<file path="config.mk">
export PLATFORM = sky130hd
export DESIGN_NAME = flh_ctrl
export DESIGN_NICKNAME = d
export VERILOG_FILES = /design/src/rtl/flh_pkg.sv /design/src/rtl/flh_ctrl.sv
export SDC_FILE = /design/constraint.sdc
export NUM_CORES = 1
export LEC_CHECK = 0
export BUFFER_PORTS_ARGS = -buffer_cell sky130_fd_sc_hd__buf_2
export CORE_MARGIN = 10
export CORE_UTILIZATION = 30
export DETAILED_ROUTE_END_ITERATION = 8
export SLEW_MARGIN = 5
export SYNTH_ARGS = -nofsm -noshare
export SYNTH_HDL_FRONTEND = slang
export SYNTH_SLANG_ARGS = --single-unit
</file>
<file path="constraint.sdc">
create_clock -name clk -period 7.5 [get_ports clk]
set_input_delay 0.75 -clock clk [delete_from_list [all_inputs] [get_ports clk]]
set_output_delay 0.75 -clock clk [all_outputs]
set_load 0.01 [all_outputs]
</file>
<file path="src/rtl/flh_pkg.sv">
// ----------------------------------------------------------------------------
// flh_pkg
// Shared constants and types for the first-fit free-list heap allocator.
// ----------------------------------------------------------------------------
package flh_pkg;

  localparam int HEAP_UNITS   = 4096;
  localparam int HEADER_BYTES = 16;
  localparam int ADDR_W       = $clog2(HEAP_UNITS);
  localparam int SIZE_W       = 13;
  localparam int BYTES_W      = 16;
  localparam int HB_SHIFT     = $clog2(HEADER_BYTES);
  localparam int STEP_W       = $clog2(HEAP_UNITS + 1);
  localparam int SUM_W        = SIZE_W + 1;
  localparam int UBYTES_W     = BYTES_W + 1;

  localparam logic REQ_ALLOC = 1'b0;
  localparam logic REQ_FREE  = 1'b1;

  localparam logic STATUS_DONE = 1'b0;
  localparam logic STATUS_OOM  = 1'b1;

  typedef logic [ADDR_W-1:0] addr_t;
  typedef logic [SIZE_W-1:0] size_t;

  // Header memory access: one shared read address, one write port per array
  typedef struct packed {
    logic  rd_en;
    addr_t rd_addr;
    logic  next_we;
    addr_t next_waddr;
    addr_t next_wdata;
    logic  size_we;
    addr_t size_waddr;
    size_t size_wdata;
  } mem_req_t;

  typedef struct packed {
    addr_t next;
    size_t size;
  } mem_rsp_t;

endpackage

</file>
<file path="src/rtl/flh_ctrl.sv">
// ----------------------------------------------------------------------------
// flh_ctrl
// Request sequencer: walks the free list through the header memory,
// carves or unlinks on allocate, inserts and coalesces on free.
// ----------------------------------------------------------------------------
module flh_ctrl (
  input  logic                       clk,
  input  logic                       rst_n,
  input  logic                       in_valid,
  output logic                       in_ready,
  input  logic                       req_type,
  input  logic [flh_pkg::BYTES_W-1:0] request_bytes,
  input  flh_pkg::addr_t             block_address,
  output logic                       res_valid,
  input  logic                       res_ready,
  output flh_pkg::addr_t             res_addr,
  output logic                       res_status,
  output flh_pkg::mem_req_t          mem_req,
  input  flh_pkg::mem_rsp_t          mem_rsp
);
  import flh_pkg::*;

  typedef enum logic [11:0] {
    S_INIT0   = 12'b0000_0000_0001,
    S_INIT1   = 12'b0000_0000_0010,
    S_IDLE    = 12'b0000_0000_0100,
    S_A_HEAD  = 12'b0000_0000_1000,
    S_A_CHK   = 12'b0000_0001_0000,
    S_A_CARVE = 12'b0000_0010_0000,
    S_F_SRCH  = 12'b0000_0100_0000,
    S_F_RBP   = 12'b0000_1000_0000,
    S_F_RNX   = 12'b0001_0000_0000,
    S_F_RP    = 12'b0010_0000_0000,
    S_F_W2    = 12'b0100_0000_0000,
    S_DONE    = 12'b1000_0000_0000
  } state_t;

  state_t state_r, state_nxt;
  addr_t  rover_r, rover_nxt;
  addr_t  p_r, p_nxt;
  addr_t  prev_r, prev_nxt;
  addr_t  bp_r, bp_nxt;
  addr_t  nx_r, nx_nxt;
  addr_t  nnx_r, nnx_nxt;
  size_t  units_r, units_nxt;
  size_t  sbp_r, sbp_nxt;
  size_t  snx_r, snx_nxt;
  size_t  sp_r, sp_nxt;
  logic [STEP_W-1:0] steps_r, steps_nxt;
  addr_t  res_addr_r, res_addr_nxt;
  logic   res_status_r, res_status_nxt;

  logic   fit, exact, steps_out, brk, merge1, merge2;
  size_t  remain, new_sbp;
  addr_t  carve_q, new_nbp, bp_in;
  size_t  units_in;

  assign units_in = SIZE_W'((UBYTES_W'(request_bytes) + UBYTES_W'(HEADER_BYTES - 1))
                            >> HB_SHIFT) + SIZE_W'(1);
  assign bp_in    = block_address - addr_t'(1);

  assign fit       = (mem_rsp.size >= units_r);
  assign exact     = (mem_rsp.size == units_r);
  assign remain    = mem_rsp.size - units_r;
  assign carve_q   = p_r + remain[ADDR_W-1:0];
  assign steps_out = (steps_r == STEP_W'(HEAP_UNITS));

  // insertion point: bp strictly between p and its successor, or past the wrap
  assign brk = ((bp_r > p_r) && (bp_r < mem_rsp.next)) ||
               ((p_r >= mem_rsp.next) && ((bp_r > p_r) || (bp_r < mem_rsp.next)));

  assign merge1  = (SUM_W'(bp_r) + SUM_W'(sbp_r)) == SUM_W'(nx_r);
  assign new_sbp = merge1 ? (sbp_r + snx_r) : sbp_r;
  assign new_nbp = merge1 ? nnx_r : nx_r;
  assign merge2  = (SUM_W'(p_r) + SUM_W'(sp_r)) == SUM_W'(bp_r);

  always_comb begin
    state_nxt      = state_r;
    rover_nxt      = rover_r;
    p_nxt          = p_r;
    prev_nxt       = prev_r;
    bp_nxt         = bp_r;
    nx_nxt         = nx_r;
    nnx_nxt        = nnx_r;
    units_nxt      = units_r;
    sbp_nxt        = sbp_r;
    snx_nxt        = snx_r;
    sp_nxt         = sp_r;
    steps_nxt      = steps_r;
    res_addr_nxt   = res_addr_r;
    res_status_nxt = res_status_r;
    mem_req        = '0;

    unique case (state_r)
      S_INIT0: begin
        // sentinel: size zero, points at the initial block
        mem_req.next_we    = 1'b1;
        mem_req.next_waddr = addr_t'(0);
        mem_req.next_wdata = addr_t'(1);
        mem_req.size_we    = 1'b1;
        mem_req.size_waddr = addr_t'(0);
        mem_req.size_wdata = size_t'(0);
        state_nxt          = S_INIT1;
      end
      S_INIT1: begin
        mem_req.next_we    = 1'b1;
        mem_req.next_waddr = addr_t'(1);
        mem_req.next_wdata = addr_t'(0);
        mem_req.size_we    = 1'b1;
        mem_req.size_waddr = addr_t'(1);
        mem_req.size_wdata = size_t'(HEAP_UNITS - 1);
        state_nxt          = S_IDLE;
      end
      S_IDLE: begin
        if (in_valid) begin
          steps_nxt       = '0;
          p_nxt           = rover_r;
          prev_nxt        = rover_r;
          mem_req.rd_en   = 1'b1;
          mem_req.rd_addr = rover_r;
          if (req_type == REQ_FREE) begin
            bp_nxt    = bp_in;
            state_nxt = S_F_SRCH;
          end else begin
            units_nxt = units_in;
            state_nxt = S_A_HEAD;
          end
        end
      end
      S_A_HEAD: begin
        p_nxt           = mem_rsp.next;
        mem_req.rd_en   = 1'b1;
        mem_req.rd_addr = mem_rsp.next;
        state_nxt       = S_A_CHK;
      end
      S_A_CHK: begin
        if (fit) begin
          rover_nxt      = prev_r;
          res_status_nxt = STATUS_DONE;
          if (exact) begin
            mem_req.next_we    = 1'b1;
            mem_req.next_waddr = prev_r;
            mem_req.next_wdata = mem_rsp.next;
            res_addr_nxt       = p_r + addr_t'(1);
            state_nxt          = S_DONE;
          end else begin
            // shrink the block, grant its tail
            mem_req.size_we    = 1'b1;
            mem_req.size_waddr = p_r;
            mem_req.size_wdata = remain;
            p_nxt              = carve_q;
            state_nxt          = S_A_CARVE;
          end
        end else if ((p_r == rover_r) || steps_out) begin
          res_addr_nxt   = '0;
          res_status_nxt = STATUS_OOM;
          state_nxt      = S_DONE;
        end else begin
          steps_nxt       = steps_r + STEP_W'(1);
          prev_nxt        = p_r;
          p_nxt           = mem_rsp.next;
          mem_req.rd_en   = 1'b1;
          mem_req.rd_addr = mem_rsp.next;
        end
      end
      S_A_CARVE: begin
        mem_req.size_we    = 1'b1;
        mem_req.size_waddr = p_r;
        mem_req.size_wdata = units_r;
        res_addr_nxt       = p_r + addr_t'(1);
        state_nxt          = S_DONE;
      end
      S_F_SRCH: begin
        if (brk) begin
          nx_nxt          = mem_rsp.next;
          mem_req.rd_en   = 1'b1;
          mem_req.rd_addr = bp_r;
          state_nxt       = S_F_RBP;
        end else if (steps_out) begin
          // list does not close: drop the free
          res_addr_nxt   = '0;
          res_status_nxt = STATUS_DONE;
          state_nxt      = S_DONE;
        end else begin
          steps_nxt       = steps_r + STEP_W'(1);
          p_nxt           = mem_rsp.next;
          mem_req.rd_en   = 1'b1;
          mem_req.rd_addr = mem_rsp.next;
        end
      end
      S_F_RBP: begin
        sbp_nxt         = mem_rsp.size;
        mem_req.rd_en   = 1'b1;
        mem_req.rd_addr = nx_r;
        state_nxt       = S_F_RNX;
      end
      S_F_RNX: begin
        snx_nxt         = mem_rsp.size;
        nnx_nxt         = mem_rsp.next;
        mem_req.rd_en   = 1'b1;
        mem_req.rd_addr = p_r;
        state_nxt       = S_F_RP;
      end
      S_F_RP: begin
        // coalesce with the upper neighbor
        sp_nxt             = mem_rsp.size;
        mem_req.next_we    = 1'b1;
        mem_req.next_waddr = bp_r;
        mem_req.next_wdata = new_nbp;
        mem_req.size_we    = merge1;
        mem_req.size_waddr = bp_r;
        mem_req.size_wdata = new_sbp;
        sbp_nxt            = new_sbp;
        nnx_nxt            = new_nbp;
        state_nxt          = S_F_W2;
      end
      S_F_W2: begin
        // coalesce with the lower neighbor
        mem_req.next_we    = 1'b1;
        mem_req.next_waddr = p_r;
        mem_req.next_wdata = merge2 ? nnx_r : bp_r;
        mem_req.size_we    = merge2;
        mem_req.size_waddr = p_r;
        mem_req.size_wdata = sp_r + sbp_r;
        rover_nxt          = p_r;
        res_addr_nxt       = '0;
        res_status_nxt     = STATUS_DONE;
        state_nxt          = S_DONE;
      end
      S_DONE: begin
        if (res_ready) begin
          state_nxt = S_IDLE;
        end
      end
      default: begin
        state_nxt = S_IDLE;
      end
    endcase
  end

  always_ff @(posedge clk) begin
    if (!rst_n) begin
      state_r <= S_INIT0;
      rover_r <= '0;
    end else begin
      state_r <= state_nxt;
      rover_r <= rover_nxt;
    end
  end

  always_ff @(posedge clk) begin
    p_r          <= p_nxt;
    prev_r       <= prev_nxt;
    bp_r         <= bp_nxt;
    nx_r         <= nx_nxt;
    nnx_r        <= nnx_nxt;
    units_r      <= units_nxt;
    sbp_r        <= sbp_nxt;
    snx_r        <= snx_nxt;
    sp_r         <= sp_nxt;
    steps_r      <= steps_nxt;
    res_addr_r   <= res_addr_nxt;
    res_status_r <= res_status_nxt;
  end

  assign in_ready   = (state_r == S_IDLE);
  assign res_valid  = (state_r == S_DONE);
  assign res_addr   = res_addr_r;
  assign res_status = res_status_r;

endmodule

</file>
# --- After elaboration in Yosys (flattened, before gate mapping) ---
# Cells that the tools add are included.
totals:
  register_bits: 162
  input_bits: 58
  output_inout_bits: 79
  elab_cells: 138
classes:
  n_addsub: 11
  n_lt_le_gt_ge: 4
  n_eq_ne: 30
  mux: 54
  n_bitwise: 1
  n_reduce_logical: 24
op_table:
  columns: ["operator", "count"]
  rows:
  - ["$mux 12", 23]
  - ["$pmux 26 s6", 1]
  - ["$mux 13", 11]
  - ["$pmux 25 s5", 1]
  - ["$pmux 12 s10", 1]
  - ["$pmux 12 s4", 2]
  - ["$pmux 13 s6", 1]
  - ["$pmux 12 s2", 3]
  - ["$mux 51", 1]
  - ["$pmux 13 s3", 1]
  - ["$add 12x13->14", 2]
  - ["$eq 14x12->1", 2]
  - ["$add 13x1->13 const B", 2]
  - ["$add 13x13->13", 2]
  - ["$mux 26", 1]
  - ["$pmux 13 s2", 1]
  - ["$mux 25", 1]
  - ["$add 16x4->17 const B", 1]
  - ["$ne 3x3->1 const B", 5]
  - ["$ne 2x2->1 const B", 7]
  - ["$eq 13x13->1", 1]
  - ["$eq 13x13->1 const B", 1]
  - ["$ge 13x13->1", 1]
  - ["$sub 13x13->13", 1]
  - ["35 further kinds", 51]

# --- Logic depth before layout (Yosys ltp) ---
depth:
  ltp_word: 6
  depth_mapped: 17

# --- Worst setup path after synthesis ---
# Ideal clock, no wire load.
synth_timing:
  kind: "input to output"
  start: "in mem_rsp[13] (netlist bit)"
  end: "out mem_req[52] (netlist bit)"
  arrival_ns: 3.315
  path_slack_ns: 3.435
  path_stages: 10
  path_cell_list: "ha_1 > nand2b_1 > a21o_1 > a211o_1 > a211o_1 > maj3_1 > and2_1 > clkbuf_1 > clkbuf_1 > a221o_1"
synth_lines:
  columns: ["element", "line", "source"]
  rows:
  - ["from (decl)", "flh_ctrl.sv:19", "input flh_pkg::mem_rsp_t mem_rsp"]
  - ["to (decl)", "flh_ctrl.sv:18", "output flh_pkg::mem_req_t mem_req,"]

==> impl_metrics.ini <==
[outcome]
run_status = completed

[placed_design]
placedCellCount = 2112
gp_congestion = 0.9217
dpl-instance-area_mm2 = 0.01440
port_buffers = 136
hpwl_um = 37670

[global_route]
first_global_vias = 11870
antenna_found_initial = 3
grt_overflow = 0
grt_pass1_wl_um = 74170
grt_max_degree = 73
grt_usage = 0.1859

[worst_setup_path]
worst_ep_arrival_time_ps = 4910
path_delay_family = compound AO/OA/AOI/OAI gates
reg2reg_depth = 12
cp_max_fo = 24
crit_path_start_kind = flop
cp_slowest_cell = edfxtp_1
cp-end-kind = primary output
cp.buffers_inverters = 2
rr_startpoint = bp_r[0]
critPathMaxStageDelay_ps = 540
r2r-end = sbp_r[12]
crit_chain = ha_1 > fa_1 > a211oi_2 > o21bai_1 > a2111oi_0 > a311oi_1 > nor4_4 > nand4_2 > buf_4 > mux2i_1 > nor2_1 > a2111o_1 > buf_2
worstSetupPathType = flop to primary output
rrSetupSlack_ps = 2970
worstPathRequired_ps = 6750

[synthesis]
yosys_register_bits = 162
synth_ff_type = edfxtp_1
synth_fa_ha_area_frac = 0.1189
synth_top_family_by_area = compound AO/OA/AOI/OAI gates
synth_fp_nets = 1593
syn_area_per_cell_um2 = 9.152
synth.area.mux_share = 0.02354
yosysSeqAreaShare = 0.3566
synth-compound-area-share = 0.2031
synth_xor_area_frac = 0.08374
yosys.area_share.simple = 0.1700
yosysUniqueCellTypes = 75
syn_inst = 1417
synthArstFlopShare = 0
syn_area_mm2 = 0.01297
synth-edff-count = 138
synth_warnings = 0

[route]
wirelength_um = 49480
wl_per_cell_um = 23.08
drc = 0
vias_per_cell = 5.642
dr.pass1.iters = 6
dr_total_vias = 12100
drt_iter0_markers = 1496
antenna_left = 0

[cells_and_area]
syn2layout_area_growth_pct = 15.84
final_common_cell = nand2_1
fin_area_mm2 = 0.01502
n_fill_cell = 4373
fin_nets = 1722
stdcell_count = 2144
antennaDiodeCount = 0
most-common-layout-cells = nand2_1, edfxtp_1, buf_2
drive_gt1_frac = 0.1398

[power]
internal_power_uw = 1592
p_clk_frac = 0.404
switchingPower_uw = 729.8
ir_drop_mv = 0.1393
power_frac_comb = 0.158
power.leakage_uw = 0.006303
seqPwrFrac = 0.438
swShare = 0.3144
p_per_area_mw_per_mm2 = 154.5

[floorplan]
initial_utilization = 0.3024
rows = 76
die_y_um = 227.9
die-area_mm2 = 0.05195
top_level_ports = 137
design.core.area_mm2 = 0.04289
die_width_um = 227.9

[clock_network]
cts_tree = yes
clk_path_buf_depth = 2
cts_buffers = 17
root_buffer = clkbuf_16
cts_max_level = 4
holdBufCountCts = 0
ctsResizeCount = 0
clk_pin_slew_ps = 80
clock_sinks = 162
insertion_delay_ps = 470
cts_setup_buffers = 0

[sta]
hold_viol_final = 0
slew_headroom = 0.1774
final.min_clock_period_ps = 5656
timing.hold.ws_ps = 538.7
setup_viol = 0
clock.fmax_ghz = 0.1768
maxSlewViolCount = 0
clock-skew-final_ps = 15.42
fin_crit_sh = 0.7541
timing.setup.tns_ps = 0
rsz0062_at_grt = false
tightest_slew_ps = 1234

[min_path]
hp-start = req_type
hold_path.class = input port to flop
min_path_cells = 2
hold-path-endpoint = state_r[3]

[run]
drv_cap = 0
-- cells by family after synthesis --
kind of cell               after synthesis
xor gates and xnor gates               124
muxes                                   30
and+or+nand+nor                        460
DFF                                    162
adders and majority gates              120
AOI/OAI and AO/OA                      374
buffers and inverters                  147
-- layer usage --
metal | wire length, µm | vias up | global-route usage
met1 | 20160 | 5815 | 0.2367
met4 | 2215 | 6 | 0.08998
met3 | 4568 | 114 | 0.03934
met5 | 26 | - | 0
li1 | - | 5539 | -
met2 | 22510 | 622 | 0.2950
-- synth_stat cells, types with 15 or more instances --
cell      count  share of area
a21o_1       25          0.014
a21oi_1      54          0.021
a222oi_1     24          0.019
a31oi_1      20         0.0096
clkbuf_1     46          0.013
dfxtp_1      24          0.037
edfxtp_1    138           0.32
ha_1        112           0.11
inv_1        93          0.027
mux2i_1      29          0.022
nand2_1     166          0.048
nand3_1      28          0.011
nand4_1      16         0.0077
nor2_1      107          0.031
nor2b_1      18         0.0087
nor3_1       31          0.012
nor4_1       15         0.0072
o211ai_1     21          0.012
o21a_1       16         0.0093
o21ai_0      84          0.032
xnor2_1      76          0.051
xor2_1       48          0.032
-- final cells by class --
cell class / instances / area (µm²) / area share
inverter: 93 / 349.1 / 0.02324
sequential: 162 / 4624 / 0.3078
tap: 585 / 732.0 / 0.04872
clock inverter: 15 / 193.9 / 0.01291
multi-input combinational: 1108 / 7807 / 0.5197
timing repair buffer: 164 / 890.9 / 0.05930
clock buffer: 17 / 425.4 / 0.02832
-- through the flow --
step                setup WS [ps]  utilization  total power, µW
CTS                          1822       0.3503             2328
global placement             2308       0.3359             1394
floorplan                    3435            -             1257
global route                 1411       0.3503             2406
finish                       1844       0.3503             2321
detailed placement           2267       0.3359             1399
-- worst max path at each step --
stage                start           to  slack, ps  cells past startpoint
2_1_floorplan  mem_rsp[13]  mem_req[52]       3440                     10
3_3_place_gp   mem_rsp[10]  mem_req[25]       2310                     11
3_5_place_dp    mem_rsp[6]  mem_req[25]       2270                     11
4_1_cts             p_r[1]  mem_req[25]       1820                     13
5_1_grt            bp_r[0]  mem_req[10]       1410                     13
6_report           bp_r[0]  mem_req[10]       1840                     13
-- flip-flops by register name, indices dropped and copies added (netlist names) --
name / count
sbp_r: 13
snx_r: 13
sp_r: 13
steps_r: 13
units_r: 13
bp_r: 12
nnx_r: 12
nx_r: 12
p_r: 12
prev_r: 12
res_addr: 12
rover_r: 12
state_r: 12
res_status: 1
-- power groups by stage --
stage | Clock (µW) | Sequential [µW] | Combinational (µW)
floorplan | 0 | 1030 | 230
global placement | 0 | 1040 | 357
detailed placement | 0 | 1040 | 363
CTS | 948 | 1020 | 364
global route | 984 | 1020 | 403
finish | 938 | 1020 | 367
Note: power is estimated with default switching activity, not from simulation.
